File: src/rtl/bsl_pkg.sv
// ----------------------------------------------------------------------------
// bsl_pkg
// Shared types and constants for the source lexer: payload structs, token
// kinds and the keyword table.
// ----------------------------------------------------------------------------
package bsl_pkg;

    localparam int unsigned NUM_KEYWORDS = 21;
    localparam int unsigned MAX_RESULTS  = 4;
    localparam longint unsigned COLUMN_LIMIT_DEFAULT = 64'd65535;

    // Token kinds.
    localparam logic [5:0] K_IDENT   = 6'd0;
    localparam logic [5:0] K_INT     = 6'd1;
    localparam logic [5:0] K_REAL    = 6'd2;
    localparam logic [5:0] K_STR     = 6'd3;
    localparam logic [5:0] K_KW0     = 6'd4;
    localparam logic [5:0] K_EQUAL   = 6'd25;
    localparam logic [5:0] K_ASSIGN  = 6'd26;
    localparam logic [5:0] K_ADD     = 6'd27;
    localparam logic [5:0] K_SUB     = 6'd28;
    localparam logic [5:0] K_MUL     = 6'd29;
    localparam logic [5:0] K_DIV     = 6'd30;
    localparam logic [5:0] K_NE      = 6'd31;
    localparam logic [5:0] K_LE      = 6'd32;
    localparam logic [5:0] K_LT      = 6'd33;
    localparam logic [5:0] K_GE      = 6'd34;
    localparam logic [5:0] K_GT      = 6'd35;
    localparam logic [5:0] K_NOT     = 6'd36;
    localparam logic [5:0] K_OPEN    = 6'd37;
    localparam logic [5:0] K_CLOSE   = 6'd38;
    localparam logic [5:0] K_COLON   = 6'd39;
    localparam logic [5:0] K_COMMA   = 6'd40;
    localparam logic [5:0] K_NEWLINE = 6'd41;

    typedef struct packed {
        logic [7:0] char_byte;
        logic       has_char;
        logic       end_of_line;
    } in_item_t;

    typedef struct packed {
        logic        is_text;
        logic [7:0]  text_byte;
        logic [5:0]  kind;
        logic [31:0] line;
        logic [15:0] column;
        logic        last;
    } out_item_t;

    // Keyword text, nine characters each, first character in the top byte.
    function automatic logic [71:0] kw_text(input logic [4:0] k);
        logic [71:0] t;
        t = '0;
        case (k)
            5'd0:  t = {"false", 32'h0};
            5'd1:  t = {"true", 40'h0};
            5'd2:  t = {"if", 56'h0};
            5'd3:  t = {"then", 40'h0};
            5'd4:  t = {"case", 40'h0};
            5'd5:  t = {"of", 56'h0};
            5'd6:  t = {"when", 40'h0};
            5'd7:  t = "otherwise";
            5'd8:  t = {"for", 48'h0};
            5'd9:  t = {"to", 56'h0};
            5'd10: t = {"next", 40'h0};
            5'd11: t = {"repeat", 24'h0};
            5'd12: t = {"until", 32'h0};
            5'd13: t = {"while", 32'h0};
            5'd14: t = {"do", 56'h0};
            5'd15: t = {"end", 48'h0};
            5'd16: t = {"dim", 48'h0};
            5'd17: t = {"data", 40'h0};
            5'd18: t = {"def", 48'h0};
            5'd19: t = {"sub", 48'h0};
            5'd20: t = {"call", 40'h0};
            default: t = '0;
        endcase
        return t;
    endfunction

    function automatic logic [3:0] kw_len(input logic [4:0] k);
        logic [3:0] n;
        case (k)
            5'd0, 5'd12, 5'd13:                          n = 4'd5;
            5'd1, 5'd3, 5'd4, 5'd6, 5'd10, 5'd17, 5'd20: n = 4'd4;
            5'd2, 5'd5, 5'd9, 5'd14:                     n = 4'd2;
            5'd7:                                        n = 4'd9;
            5'd11:                                       n = 4'd6;
            default:                                     n = 4'd3;
        endcase
        return n;
    endfunction

endpackage

File: src/rtl/basic_source_lexer_top.sv
// ----------------------------------------------------------------------------
// basic_source_lexer_top
// Streaming lexer: characters in, text beats and token records out.
// ----------------------------------------------------------------------------
// Usage: source characters arrive as beats on in_valid/in_ready/in_data, one
// character (or an empty line marker) per beat. Each beat causes zero to three
// result beats on out_valid/out_ready/out_data; the last result of a beat
// carries last. Text beats of words, numbers and strings come as the
// characters arrive; a token record follows when the token closes.
// An accepted character is decoded into a result register of up to four
// entries, which then drains one beat per cycle while out_ready is high; the
// first result is valid in the cycle after the accept. A new character is
// accepted as the last result of the last beat leaves, so plain text runs
// at one character per cycle while out_ready is high; token records add beats.
// Beats that cause no result pass at one per cycle.
// Reset clears the scanner to idle with line number 0; a write on cfg_we
// loads the first line number into the line counter. A stall on out_ready holds
// the result register and, once it is still full, stops input.
// ----------------------------------------------------------------------------
module basic_source_lexer_top #(
    parameter longint unsigned COLUMN_LIMIT = bsl_pkg::COLUMN_LIMIT_DEFAULT
) (
    input  logic               clk,
    input  logic               rst_n,
    input  logic               cfg_we,
    input  logic [31:0]        cfg_wdata,
    input  logic               in_valid,
    output logic               in_ready,
    input  bsl_pkg::in_item_t  in_data,
    output logic               out_valid,
    input  logic               out_ready,
    output bsl_pkg::out_item_t out_data
);

    localparam logic [15:0] COL_CAP =
        (COLUMN_LIMIT < 64'd65535) ? 16'(COLUMN_LIMIT) : 16'hFFFF;
    localparam int unsigned NKW = bsl_pkg::NUM_KEYWORDS;
    localparam int unsigned NRES = bsl_pkg::MAX_RESULTS;

    typedef enum logic [3:0] {
        M_IDLE, M_WORD, M_NUM, M_NUMPT, M_STR, M_MINUS, M_EQ, M_LT, M_GT
    } mode_t;

    // Scanner state.
    mode_t            mode_reg, mode_next;
    logic [15:0]      tcol_reg, tcol_next;
    logic [15:0]      ncol_reg, ncol_next;
    logic [31:0]      line_reg, line_next;
    logic [NKW-1:0]   cand_reg, cand_next;
    logic [3:0]       wlen_reg, wlen_next;
    logic             pt_reg, pt_next;

    // Result register: entries plus a count and read pointer.
    bsl_pkg::out_item_t res_reg [NRES];
    bsl_pkg::out_item_t res_next [NRES];
    logic [2:0]       cnt_reg, cnt_next;
    logic [1:0]       rd_reg;

    logic             take;
    logic             drain_last;

    assign out_valid  = (cnt_reg != 3'd0);
    assign out_data   = res_reg[rd_reg];
    assign drain_last = (cnt_reg == 3'd1) && out_ready;
    assign in_ready   = (cnt_reg == 3'd0) || drain_last;
    assign take       = in_valid && in_ready;

    // Per-character decode into up to three results.
    always_comb
    begin
        logic [7:0]  c;
        logic        let_c, dig_c, cont, closing, starting;
        logic [15:0] col;
        logic [2:0]  n;
        logic [5:0]  close_kind;
        logic        close_emit;
        logic [NKW-1:0] cw;
        logic [3:0]  wl;
        logic [3:0]  p;
        logic [71:0] t;
        logic [15:0] tc;
        logic [7:0]  tb [NRES];
        logic        tx [NRES];
        logic [5:0]  tk [NRES];
        logic [15:0] cl [NRES];
        logic [31:0] ln [NRES];

        c     = in_data.char_byte;
        let_c = (c >= "a" && c <= "z") || (c >= "A" && c <= "Z") || c == "_";
        dig_c = (c >= "0" && c <= "9");
        col   = ncol_reg;

        mode_next = mode_reg;
        tcol_next = tcol_reg;
        ncol_next = ncol_reg;
        line_next = line_reg;
        cand_next = cand_reg;
        wlen_next = wlen_reg;
        pt_next   = pt_reg;
        n         = 3'd0;
        cont      = 1'b0;
        starting  = 1'b0;
        closing   = 1'b0;
        close_kind = bsl_pkg::K_IDENT;
        close_emit = 1'b0;
        cw = '0;
        wl = '0;
        p  = '0;
        t  = '0;
        tc = tcol_reg;
        for (int i = 0; i < NRES; i++)
        begin
            tb[i] = '0;
            tx[i] = 1'b0;
            tk[i] = '0;
            cl[i] = tcol_reg;
            ln[i] = line_reg;
        end

        if (in_data.has_char)
        begin
            if (ncol_reg < COL_CAP)
                ncol_next = ncol_reg + 16'd1;
            // Continue the open token where the character extends it.
            case (mode_reg)
                M_WORD:
                    if (let_c || dig_c)
                    begin
                        cont = 1'b1;
                        tx[0] = 1'b1; tb[0] = c; n = 3'd1;
                    end
                M_NUM:
                    if (dig_c)
                    begin
                        cont = 1'b1; tx[0] = 1'b1; tb[0] = c; n = 3'd1;
                    end
                    else if (c == "." && !pt_reg)
                    begin
                        cont = 1'b1; mode_next = M_NUMPT;
                    end
                M_NUMPT, M_MINUS:
                    if (dig_c)
                    begin
                        cont = 1'b1;
                        tx[0] = 1'b1; tb[0] = (mode_reg == M_NUMPT) ? "." : "-";
                        tx[1] = 1'b1; tb[1] = c; n = 3'd2;
                        pt_next = (mode_reg == M_NUMPT);
                        mode_next = M_NUM;
                    end
                M_STR:
                begin
                    cont = 1'b1;
                    if (c == "\"")
                    begin
                        tk[0] = bsl_pkg::K_STR; mode_next = M_IDLE;
                    end
                    else
                    begin
                        tx[0] = 1'b1; tb[0] = c;
                    end
                    n = 3'd1;
                end
                M_EQ:
                    if (c == "=")
                    begin
                        cont = 1'b1; tk[0] = bsl_pkg::K_EQUAL; n = 3'd1;
                        mode_next = M_IDLE;
                    end
                M_LT:
                    if (c == ">" || c == "=")
                    begin
                        cont = 1'b1; n = 3'd1; mode_next = M_IDLE;
                        tk[0] = (c == ">") ? bsl_pkg::K_NE : bsl_pkg::K_LE;
                    end
                M_GT:
                    if (c == "=")
                    begin
                        cont = 1'b1; tk[0] = bsl_pkg::K_GE; n = 3'd1;
                        mode_next = M_IDLE;
                    end
                default: ;
            endcase
            closing  = !cont;
            starting = !cont;
        end
        // A line end also closes what is open after this character.
        if (in_data.end_of_line)
            closing = 1'b1;

        // Word candidate update for a continued word.
        if (cont && mode_reg == M_WORD)
        begin
            p = (wlen_reg < 4'd9) ? wlen_reg : 4'd9;
            for (int k = 0; k < NKW; k++)
            begin
                t = bsl_pkg::kw_text(5'(k));
                cand_next[k] = cand_reg[k] && (wlen_reg < bsl_pkg::kw_len(5'(k)))
                    && (p < 4'd9) && (t[71 - 8*p -: 8] == c);
            end
            wlen_next = (wlen_reg < 4'd15) ? wlen_reg + 4'd1 : wlen_reg;
        end

        // Close record of the token open before this character's start.
        if (closing)
        begin
            // When a line end closes a token continued by this character,
            // the mode to close is the updated one.
            mode_t cm;
            cm = (in_data.has_char && cont) ? mode_next : mode_reg;
            if (in_data.has_char && !cont)
                cm = mode_reg;
            cw = (in_data.has_char && cont) ? cand_next : cand_reg;
            wl = (in_data.has_char && cont) ? wlen_next : wlen_reg;
            close_emit = 1'b1;
            case (cm)
                M_WORD:
                begin
                    close_kind = bsl_pkg::K_IDENT;
                    for (int k = 0; k < NKW; k++)
                        if (cw[k] && bsl_pkg::kw_len(5'(k)) == wl)
                            close_kind = bsl_pkg::K_KW0 + 6'(k);
                end
                M_NUM, M_NUMPT:
                    close_kind = ((in_data.has_char && cont) ? pt_next : pt_reg)
                        ? bsl_pkg::K_REAL : bsl_pkg::K_INT;
                M_STR:   close_kind = bsl_pkg::K_STR;
                M_MINUS: close_kind = bsl_pkg::K_SUB;
                M_EQ:    close_kind = bsl_pkg::K_ASSIGN;
                M_LT:    close_kind = bsl_pkg::K_LT;
                M_GT:    close_kind = bsl_pkg::K_GT;
                default: close_emit = 1'b0;
            endcase
        end

        if (starting)
        begin
            // Close of the old token, then the new token's start.
            if (close_emit)
            begin
                tk[0] = close_kind; n = 3'd1;
            end
            tc = col;
            mode_next = M_IDLE;
            if (let_c)
            begin
                mode_next = M_WORD;
                for (int k = 0; k < NKW; k++)
                begin
                    t = bsl_pkg::kw_text(5'(k));
                    cand_next[k] = (t[71:64] == c);
                end
                wlen_next = 4'd1;
                tx[n[1:0]] = 1'b1; tb[n[1:0]] = c; cl[n[1:0]] = tc; n = n + 3'd1;
            end
            else if (dig_c)
            begin
                mode_next = M_NUM; pt_next = 1'b0;
                tx[n[1:0]] = 1'b1; tb[n[1:0]] = c; cl[n[1:0]] = tc; n = n + 3'd1;
            end
            else
            begin
                case (c)
                    "-":  mode_next = M_MINUS;
                    "\"": mode_next = M_STR;
                    "=":  mode_next = M_EQ;
                    "<":  mode_next = M_LT;
                    ">":  mode_next = M_GT;
                    "+", "*", "/", "!", "(", ")", ":", ",", 8'd10:
                    begin
                        case (c)
                            "+":  tk[n[1:0]] = bsl_pkg::K_ADD;
                            "*":  tk[n[1:0]] = bsl_pkg::K_MUL;
                            "/":  tk[n[1:0]] = bsl_pkg::K_DIV;
                            "!":  tk[n[1:0]] = bsl_pkg::K_NOT;
                            "(":  tk[n[1:0]] = bsl_pkg::K_OPEN;
                            ")":  tk[n[1:0]] = bsl_pkg::K_CLOSE;
                            ":":  tk[n[1:0]] = bsl_pkg::K_COLON;
                            ",":  tk[n[1:0]] = bsl_pkg::K_COMMA;
                            default: tk[n[1:0]] = bsl_pkg::K_NEWLINE;
                        endcase
                        cl[n[1:0]] = tc; n = n + 3'd1;
                    end
                    default: ;
                endcase
            end
            tcol_next = tc;
            // A line end then closes the freshly started token.
            if (in_data.end_of_line)
            begin
                close_emit = 1'b1;
                case (mode_next)
                    M_WORD:
                    begin
                        close_kind = bsl_pkg::K_IDENT;
                        for (int k = 0; k < NKW; k++)
                            if (cand_next[k] && bsl_pkg::kw_len(5'(k)) == 4'd1)
                                close_kind = bsl_pkg::K_KW0 + 6'(k);
                    end
                    M_NUM:   close_kind = bsl_pkg::K_INT;
                    M_STR:   close_kind = bsl_pkg::K_STR;
                    M_MINUS: close_kind = bsl_pkg::K_SUB;
                    M_EQ:    close_kind = bsl_pkg::K_ASSIGN;
                    M_LT:    close_kind = bsl_pkg::K_LT;
                    M_GT:    close_kind = bsl_pkg::K_GT;
                    default: close_emit = 1'b0;
                endcase
                if (close_emit)
                begin
                    tk[n[1:0]] = close_kind; cl[n[1:0]] = tc; n = n + 3'd1;
                end
            end
        end
        else if (in_data.end_of_line && close_emit)
        begin
            tk[n[1:0]] = close_kind; n = n + 3'd1;
        end

        if (in_data.end_of_line)
        begin
            mode_next = M_IDLE;
            ncol_next = '0;
            line_next = line_reg + 32'd1;
        end

        for (int i = 0; i < NRES; i++)
        begin
            res_next[i].is_text   = tx[i];
            res_next[i].text_byte = tx[i] ? tb[i] : 8'd0;
            res_next[i].kind      = tx[i] ? 6'd0 : tk[i];
            res_next[i].line      = ln[i];
            res_next[i].column    = cl[i];
            res_next[i].last      = (3'(i) + 3'd1 == n);
        end
        cnt_next = n;
    end

    // State, result register and drain pointer.
    always_ff @(posedge clk or negedge rst_n)
    begin
        if (!rst_n)
        begin
            mode_reg <= M_IDLE;
            tcol_reg <= '0;
            ncol_reg <= '0;
            line_reg <= '0;
            cand_reg <= '1;
            wlen_reg <= '0;
            pt_reg   <= 1'b0;
            cnt_reg  <= '0;
            rd_reg   <= '0;
        end
        else
        begin
            if (cfg_we)
                line_reg <= cfg_wdata;
            if (take)
            begin
                mode_reg <= mode_next;
                tcol_reg <= tcol_next;
                ncol_reg <= ncol_next;
                if (!cfg_we)
                    line_reg <= line_next;
                cand_reg <= cand_next;
                wlen_reg <= wlen_next;
                pt_reg   <= pt_next;
                cnt_reg  <= cnt_next;
                rd_reg   <= '0;
                res_reg  <= res_next;
            end
            else if (out_valid && out_ready)
            begin
                cnt_reg <= cnt_reg - 3'd1;
                rd_reg  <= rd_reg + 2'd1;
            end
        end
    end

endmodule

File: config.mk
export PLATFORM = sky130hd
export DESIGN_NAME = basic_source_lexer_top
export DESIGN_NICKNAME = d
export VERILOG_FILES = /design/src/rtl/bsl_pkg.sv /design/src/rtl/basic_source_lexer_top.sv
export SDC_FILE = /design/constraint.sdc
export NUM_CORES = 1
export LEC_CHECK = 0
export ABC_CLOCK_PERIOD_IN_PS = 11000
export BUFFER_PORTS_ARGS = -buffer_cell sky130_fd_sc_hd__buf_2
export CAP_MARGIN = 20
export CORE_AREA = 2 2 224 226
export CTS_CLUSTER_SIZE = 16
export DETAILED_ROUTE_END_ITERATION = 10
export DIE_AREA = 0 0 226 228
export GPL_TIMING_DRIVEN = 0
export PLACE_DENSITY = 0.55
export SETUP_SLACK_MARGIN = 0.05
export SLEW_MARGIN = 20
export SYNTH_ARGS = -nofsm -noshare
export SYNTH_HDL_FRONTEND = slang
export SYNTH_SLANG_ARGS = --single-unit
File: constraint.sdc
create_clock -name clk -period 11 [get_ports clk]
set_clock_uncertainty 0.1 [all_clocks]
set_input_delay 0.55 -clock clk [delete_from_list [all_inputs] [get_ports clk]]
set_output_delay 0.55 -clock clk [all_outputs]
set_load 0.01 [all_outputs]
* Word level (Yosys, flattened, before mapping) *
Cells that the tools add are included.

operators by class
  $add $sub $neg = 9
  order comparisons = 23
  equal/unequal tests = 99
  shift-type cells = 21
  muxes and demuxes = 292
  bitwise gates (word level) = 32
  reduce and logical (&&, ||, !) cells = 143

operator list
  cell                count
  $mux 72             63
  $shiftx 79x33->8    21
  $mux 64             9
  $eq 8x8->1          42
  $mux 6              52
  $mux 4              60
  $mux 32             7
  $mux 24             8
  $pmux 24 s8         1
  $bmux 64 s2         1
  $bwmux 64           2
  $logic_and 1x1->1   119
  $eq 8x6->1 const B  14
  $mux 21             5
  $mux 16             6
  $pmux 6 s7          2
  $demux 16 s2        2
  $or 16x16->16       4
  $bwmux 24           2
  $eq 4x3->1 const B  12
  $mux 3              14
  $mux 8              5
  $pmux 4 s5          2
  $and 12x12->12      3
  other kinds (60)    163

storage, ports and cells
  bits in registers = 259
  bits of input ports = 47
  output and inout bits = 66
  logic and storage cells = 649

* Longest topological paths before layout *
Gate-level depths: netlist of run 1.

  depth after elaboration = 53
  gate-level depth with buffers = 22

* Least setup slack after synthesis of run 1 *
OpenSTA, ideal clock, no wires.

  kind = reg2reg
  start point = register cnt_reg[0]
  end point = register res_reg[0] (netlist bit) (enable)
  arrival = 4.698 ns
  setup slack = 5.662 ns
  stages on the path, launching flop included = 6
  cells stage by stage = dfrtp_1 > inv_1 > ha_1 > a21oi_1 > nor2_1 > and3_1

between the ends
  cells in the longest elaborated chain, start to end = 5
  elaborated cells on any way between the ends = 6
  classes of those cells = 1 x eq/ne; 5 x reduce/logical

ends and longest elaborated chain
  item                            line                           text
  start: declaration              basic_source_lexer_top.sv:56   logic [2:0] cnt_reg, cnt_next;
  start signal: assignment        basic_source_lexer_top.sv:366  cnt_reg <= cnt_next;
  start signal: assignment        basic_source_lexer_top.sv:372  cnt_reg <= cnt_reg - 3'd1;
  $eq 3x1->1                      basic_source_lexer_top.sv:64   assign drain_last = (cnt_reg == 3'd1) && out_ready;
  $logic_and 1x1->1               basic_source_lexer_top.sv:64
  $logic_or 1x1->1 (*)            basic_source_lexer_top.sv:65   assign in_ready = (cnt_reg == 3'd0) || drain_last;
  via in_ready                    basic_source_lexer_top.sv:28   output logic in_ready,
  $logic_and 1x1->1 (*)           basic_source_lexer_top.sv:66   assign take = in_valid && in_ready;
  $reduce_and 2->1 (no line) (*)  --
  end signal: assignment          basic_source_lexer_top.sv:368  res_reg <= res_next;
  end: declaration                basic_source_lexer_top.sv:54   bsl_pkg::out_item_t res_reg [NRES];

The timed path passes the listed nets; every way through them passes the cells marked *.
A chain may end at the register's enable or synchronous reset.

==> results of run 1 <==
-- worst max-delay path, stage by stage (launching register included) --
cell	delay, ns
dfrtp_1	0.49
buf_2	0.28
inv_1	0.15
o2111ai_1	0.23
a21oi_2	0.14
a211oi_1	0.69
o21ai_1	0.37
a41oi_1	0.63
o21a_1	0.33
nor2_1	0.13
inv_1	0.10
ha_1	0.22
nand2b_1	0.20
inv_1	0.12
ha_1	0.24
nand2_1	0.11
a21oi_1	0.79
clkbuf_1	0.65
mux2_2	0.41
-- cell usage in the layout (no fill, tap or decap), types with 16 or more instances in the layout --
master	n
nand2_1	177
edfxtp_1	160
buf_2	130
nor2_1	129
o21ai_0	106
mux2_2	86
clkbuf_1	78
dfrtp_1	78
a21oi_1	63
nand3_1	48
nor3_1	45
buf_4	37
and2_1	36
inv_1	33
mux4_2	32
clkbuf_16	30
xnor2_1	29
a31oi_1	26
nor2b_1	25
xor2_1	25
o22ai_1	25
and3_1	23
dfstp_2	21
ha_1	20
nand2b_1	18
nand4_1	18
o211ai_1	16
-- cell type report --
class	count	area, um2	share of cell area [%]
multi-input cells	1259	8810	45.3
flip-flops and latches	259	7310	37.5
well taps	672	841	4.32
clock buffers	41	812	4.17
plain buffers	143	733	3.77
repair buffers	116	677	3.48
clock inverters	15	159	0.816
inverters	34	128	0.656
-- worst paths after layout --
path / slack [ns] / start / cells past startpoint / endpoint
setup / recovery: 4.31 / mode_reg[3]$_DFFE_PN0P_ / 18 / res_reg[80]$_DFFE_PP_
hold / removal: 0.08 / cfg_wdata[15] / 3 / line_reg[15]$_DFFE_PN0P_
setup reg to reg: 4.31 / mode_reg[3]$_DFFE_PN0P_ / 18 / res_reg[80]$_DFFE_PP_
hold reg to reg: 0.36 / cand_reg[6]$_DFFE_PN1P_ / 2 / cand_reg[6]$_DFFE_PN1P_
max in group asynchronous: 9.73 / rst_n / 3 / tcol_reg[2]$_DFFE_PN0P_
min in group asynchronous: 0.33 / rst_n / 2 / line_reg[17]$_DFFE_PN0P_
-- metal layers --
layer  track usage, %  vias up  part of all wire (%)
met5                0        -                     0
met4             9.87        0                   4.7
met3             3.07      144                   5.6
met2             38.6      546                    48
met1             30.4     7245                    42
li1                 -     6654                     -
-- stage by stage --
stage | setup WS, ns | hold slack (ns) | util (%)
3_5_place_dp | 3.97 | 0.348 | 37.4
5_1_grt | 3.87 | 0.0754 | 39.4
2_1_floorplan | 5.66 | 0.154 | -
4_1_cts | 4.24 | 0.0454 | 39.4
3_3_place_gp | 2.34 | 0.351 | 37.2
6_report | 4.31 | 0.0757 | 39.4
-- timing repair --
action	CTS	global route
setup endpoints to repair	0	0
gates resized for setup	0	0
hold buffers	1	0
endpoints found under the hold margin	17	0
-- where the power goes --
part	switching, uW	internal, uW
clock network	409	568
logic	1150	618
registers	70.1	1190
total	1630	2370
-- logic make-up after synthesis --
kind of cell	count (synthesis)
other	1
multiplexers	132
XOR/XNOR	56
adder cells (fa/ha/maj)	20
AND/OR/NAND/NOR	633
AO/OA/AOI/OAI	415
buffers and inverters	177
flip-flops	259
==> results.py, run 1 <==
metrics = {
    "run_status": {
        "status": "finished, final reports clean",
    },
    "clocking": {
        "cts_root_buffer": "clkbuf_16",
        "cts.sinks": 259,
        "cts_tree": "yes",
        "clk_latency_ns": 0.59,
        "cts-htree-levels": 1,
        "ctsLongestPathBuffers": 3,
        "clk_pin_slew_ns": 0.06,
        "cts_setup_buffers": 0,
        "cts_made_buffers": 30,
    },
    "sta": {
        "drv_slew": 0,
        "fmax_mhz": 150,
        "finalHoldViolCount": 0,
        "min_period_ns": 6.69,
        "rsz0062_at_grt": "no",
        "tightest_slew_ns": 1.13,
        "fin_tns_setup_ns": 0,
        "slew_headroom_pct": 24.1,
        "setup_viol": 0,
        "fin_crit_sh_pct": 60.8,
    },
    "route": {
        "drc": 0,
        "dr.pass1.iters": 5,
        "detail-route-antenna-nets": 0,
        "viasPerCell": 5.75,
        "wirelength_mm": 60.3,
        "drt_iter0_drc": 1423,
        "post_drt_wl_per_cell_um": 23.7,
        "vias": 14600,
    },
    "synth": {
        "synth-seq-cells": 259,
        "synth.largest_area_cell": "edfxtp_1",
        "syn_avg_cell_area_um2": 10.0,
        "ys_seq_area_share_pct": 43.1,
        "ys_types": 116,
        "synth_compound_area_share_pct": 17.1,
        "synth.area.mux_share_pct": 10.8,
        "synthesis.area_um2": 17000,
        "synthCells": 1693,
        "synth.most_common_cell": "nand2_1",
        "synthAdderAreaFrac_pct": 1.48,
        "yosys_warnings": 0,
        "synth_top_family_by_area": "simple AND/OR/NAND/NOR gates",
        "ys.flop_type": "edfxtp_1",
        "synth-simple-area-share_pct": 19.5,
        "yosys.area.top_type_share_pct": 28.3,
        "synth.area.top_cells": "edfxtp_1, dfrtp_1, mux2_2, mux4_2, nand2_1",
        "synth_xor_xnor_area_share_pct": 2.98,
        "synthArstFlopShare_pct": 38.2,
        "synth_edf_count": 160,
        "synth_common_cells": "nand2_1, edfxtp_1, nor2_1",
    },
    "power_and_ir_drop": {
        "finalPower_uw": 4010,
        "p_leak_uw": 0.00718,
        "peakVddDrop_v": 0.000241,
        "powerDensity_nw_per_um2": 206,
    },
    "finish": {
        "stdcell_area_um2": 19500,
        "finish.net_count": 1910,
        "drive_above_1_share_pct": 22.3,
        "diodes": 0,
        "instances_no_fill": 2539,
        "area_growth_syn_to_layout_pct": 14.8,
        "fillers": 4959,
        "largest_reg_flops": 160,
    },
    "placement": {
        "place_congestion": 0.999,
        "dp_cells": 2481,
        "port_buffers": 109,
        "postPlaceCellArea_um2": 18500,
        "dp_hpwl_mm": 45.4,
    },
    "global_route": {
        "antenna_found_initial": 0,
        "overflow": 0,
        "grt_pass1_vias": 14600,
        "track_usage_pct": 23.3,
        "grt_max_degree": 71,
        "grt_pass1_wl_mm": 91.9,
    },
    "run": {
        "max_cap_violations": 0,
    },
    "die": {
        "rows": 82,
        "die_y_um": 228,
        "core_area_um2": 49300,
        "io_pins": 113,
        "die_x_um": 226,
        "start_util_pct": 34.4,
        "die_area_um2": 51500,
    },
    "setup_path": {
        "critPathKind": "register to register",
        "cp_max_fo": 10,
        "crit_required_ns": 11.21,
        "crit_arrival_ns": 6.90,
        "start_kind": "register",
        "cp-end-kind": "register",
    },
    "min_path": {
        "hold_path.class": "input pin to register",
    },
}
Note: power is estimated with default switching activity, not from simulation.
==> run 2: changes to the inputs <==
--- a/config.mk
+++ b/config.mk
@@ -5,7 +5,7 @@
 export SDC_FILE = /design/constraint.sdc
 export NUM_CORES = 1
 export LEC_CHECK = 0
-export ABC_CLOCK_PERIOD_IN_PS = 11000
+export ABC_CLOCK_PERIOD_IN_PS = 5900
 export BUFFER_PORTS_ARGS = -buffer_cell sky130_fd_sc_hd__buf_2
 export CAP_MARGIN = 20
 export CORE_AREA = 2 2 224 226
@@ -13,7 +13,7 @@
 export DETAILED_ROUTE_END_ITERATION = 10
 export DIE_AREA = 0 0 226 228
 export GPL_TIMING_DRIVEN = 0
-export PLACE_DENSITY = 0.55
+export PLACE_DENSITY = 0.57
 export SETUP_SLACK_MARGIN = 0.05
 export SLEW_MARGIN = 20
 export SYNTH_ARGS = -nofsm -noshare
==> constraint.sdc (replaced) <==
create_clock -name clk -period 5.9 [get_ports clk]
set_clock_uncertainty 0.1 [all_clocks]
set_input_delay 0.295 -clock clk [delete_from_list [all_inputs] [get_ports clk]]
set_output_delay 0.295 -clock clk [all_outputs]
set_load 0.01 [all_outputs]
==> run 2 against run 1 <==
  * Critical path depth increased by 1
  * Cell count increased by 1.5%
  * Via count increased by 1.7%
  * Largest cell class unchanged
  * Sequential power increased by 86%
  * Global-route usage decreased by 0.068 points
  * Largest power group unchanged
==> results.py, run 2 (synthesized netlist as in run 1, its figures left out) <==
metrics = {
    "run_status": {
        "status": "finished, final reports clean",
    },
    "sta": {
        "finalHoldViolCount": 0,
        "slew_headroom_pct": 31.3,
        "drv_slew": 0,
        "setup_viol": 0,
        "whs_ns": 0.0903,
        "tightest_slew_ns": 1.02,
        "min_period_ns": 5.72,
        "rsz0062_at_grt": "no",
        "fmax_mhz": 175,
        "fin_crit_sh_pct": 96.9,
    },
    "global_route": {
        "overflow": 0,
        "grt_pass1_wl_mm": 91.3,
        "grt_pass1_vias": 14500,
        "antenna_found_initial": 2,
        "track_usage_pct": 23.2,
        "grt_max_degree": 64,
    },
    "finish": {
        "finish.net_count": 1947,
        "largest_reg_flops": 160,
        "final_common_cell": "nand2_1",
        "layout_common_cells": "nand2_1, edfxtp_1, buf_2, nor2_1, o21ai_0",
        "area_growth_syn_to_layout_pct": 18.6,
        "drive_above_1_share_pct": 23.4,
    },
    "die": {
        "core_area_um2": 49300,
        "rows": 82,
        "io_pins": 113,
        "die_x_um": 226,
        "die_y_um": 228,
        "die_area_um2": 51500,
        "start_util_pct": 34.4,
    },
    "route": {
        "vias": 14800,
        "wirelength_mm": 60.6,
        "detail-route-antenna-nets": 0,
        "drc": 0,
        "drt_iter0_drc": 1271,
        "post_drt_wl_per_cell_um": 23.5,
        "viasPerCell": 5.75,
        "dr.pass1.iters": 6,
    },
    "clocking": {
        "cts_root_buffer": "clkbuf_16",
        "cts-htree-levels": 1,
        "cts_made_buffers": 30,
        "clk_pin_slew_ns": 0.06,
        "cts.sinks": 259,
        "cts_tree": "yes",
        "clk_latency_ns": 0.59,
        "ctsLongestPathBuffers": 3,
    },
    "setup_path": {
        "r2r_start": "wlen_reg[1]$_DFFE_PN0P_",
        "crit_arrival_ns": 6.06,
        "critPathLaunch": "wlen_reg[1]$_DFFE_PN0P_",
        "critPathKind": "register to register",
        "start_kind": "register",
        "cp_max_fo": 10,
        "crit_required_ns": 6.25,
        "cp-end-kind": "register",
    },
    "run": {
        "max_cap_violations": 0,
    },
    "power_and_ir_drop": {
        "peakVddDrop_v": 0.000332,
        "powerDensity_nw_per_um2": 383,
        "p_leak_uw": 0.00739,
        "finalPower_uw": 7700,
    },
    "placement": {
        "place_congestion": 0.994,
        "dp_hpwl_mm": 44.6,
        "port_buffers": 109,
    },
    "min_path": {
        "hold_path.class": "input pin to asynchronous set/reset pin",
    },
}
run 2: critical path, stage by stage (launching register included):
cell and delay, ns:
dfrtp_1 0.38, buf_2 0.20, buf_2 0.24, inv_1 0.09, ha_2 0.25, or2b_1 0.26
a21oi_1 0.23, ha_4 0.25, nand2b_4 0.07, o22a_1 0.37, o21ai_1 0.44, nand2_1 0.24
a221o_1 0.39, or3_1 0.35, o31ai_2 0.43, a32oi_1 0.18, a21oi_1 0.31, o21ai_2 0.22
o211ai_1 0.32, and3_1 0.23
run 2: per-stage QoR:
stage                     cells  TNS, ns  instance area [um2]  worst slack [ns]  utilization (%)
after floorplan            1695        0                17000             0.562                -
after global placement     2476  -414.96                18400             -2.41             37.2
after detailed placement   2480   -28.11                18500            -0.772             37.4
after CTS                  2571        0                20000            0.0285             40.5
after global routing       2577        0                20100            0.0590             40.8
final                      2578        0                20100             0.181             40.8
run 2: per-layer routing:
metal | up-vias | track usage [%] | routed length, um
li1 | 6735 | - | -
met5 | - | 0 | 0
met2 | 594 | 38.0 | 28700
met1 | 7356 | 30.5 | 25300
met4 | 0 | 10.5 | 3040
met3 | 149 | 2.98 | 3500
run 2: final cells by class:
cell class	count	area, um2
Timing Repair Buffer	153	1060
Multi-Input combinational cell	1259	8990
Clock inverter	10	154
Clock buffer	46	873
Fill cell	4882	29200
Inverter	34	131
Antenna cell	2	5.00
Tap cell	672	841
Buffer	143	747
Sequential cell	259	7310
run 2: timing repair:
| action | 4_1_cts | 5_1_grt |
|---|---|---|
| pin swaps | 2 | 2 |
| buffers inserted | 1 | 5 |
| hold buffers | 34 | 0 |
| gates cloned | 0 | 0 |
| hold endpoints to repair | 132 | 0 |
| endpoints found under the setup margin | 69 | 65 |
| gates resized for setup | 26 | 19 |
run 2: path summary, 6_finish.rpt:
check                                             endpoint  slack, ns  cells after the start
worst max-delay path            res_reg[243]$_SDFFCE_PP0P_       0.18                     19
worst min-delay path              line_reg[21]$_DFFE_PN0P_       0.09                      2
worst max register to register  res_reg[243]$_SDFFCE_PP0P_       0.18                     19
worst min register to register     cand_reg[6]$_DFFE_PN1P_       0.36                      2
max in group asynchronous          ncol_reg[0]$_DFFE_PN0P_       4.90                      3
min in group clk                     rd_reg[0]$_DFFE_PN0P_       0.09                      4
run 2: where the power goes:
part           internal, uW  switching, uW
combinational          1230           2200
clock                  1150            771
sequential             2210            128
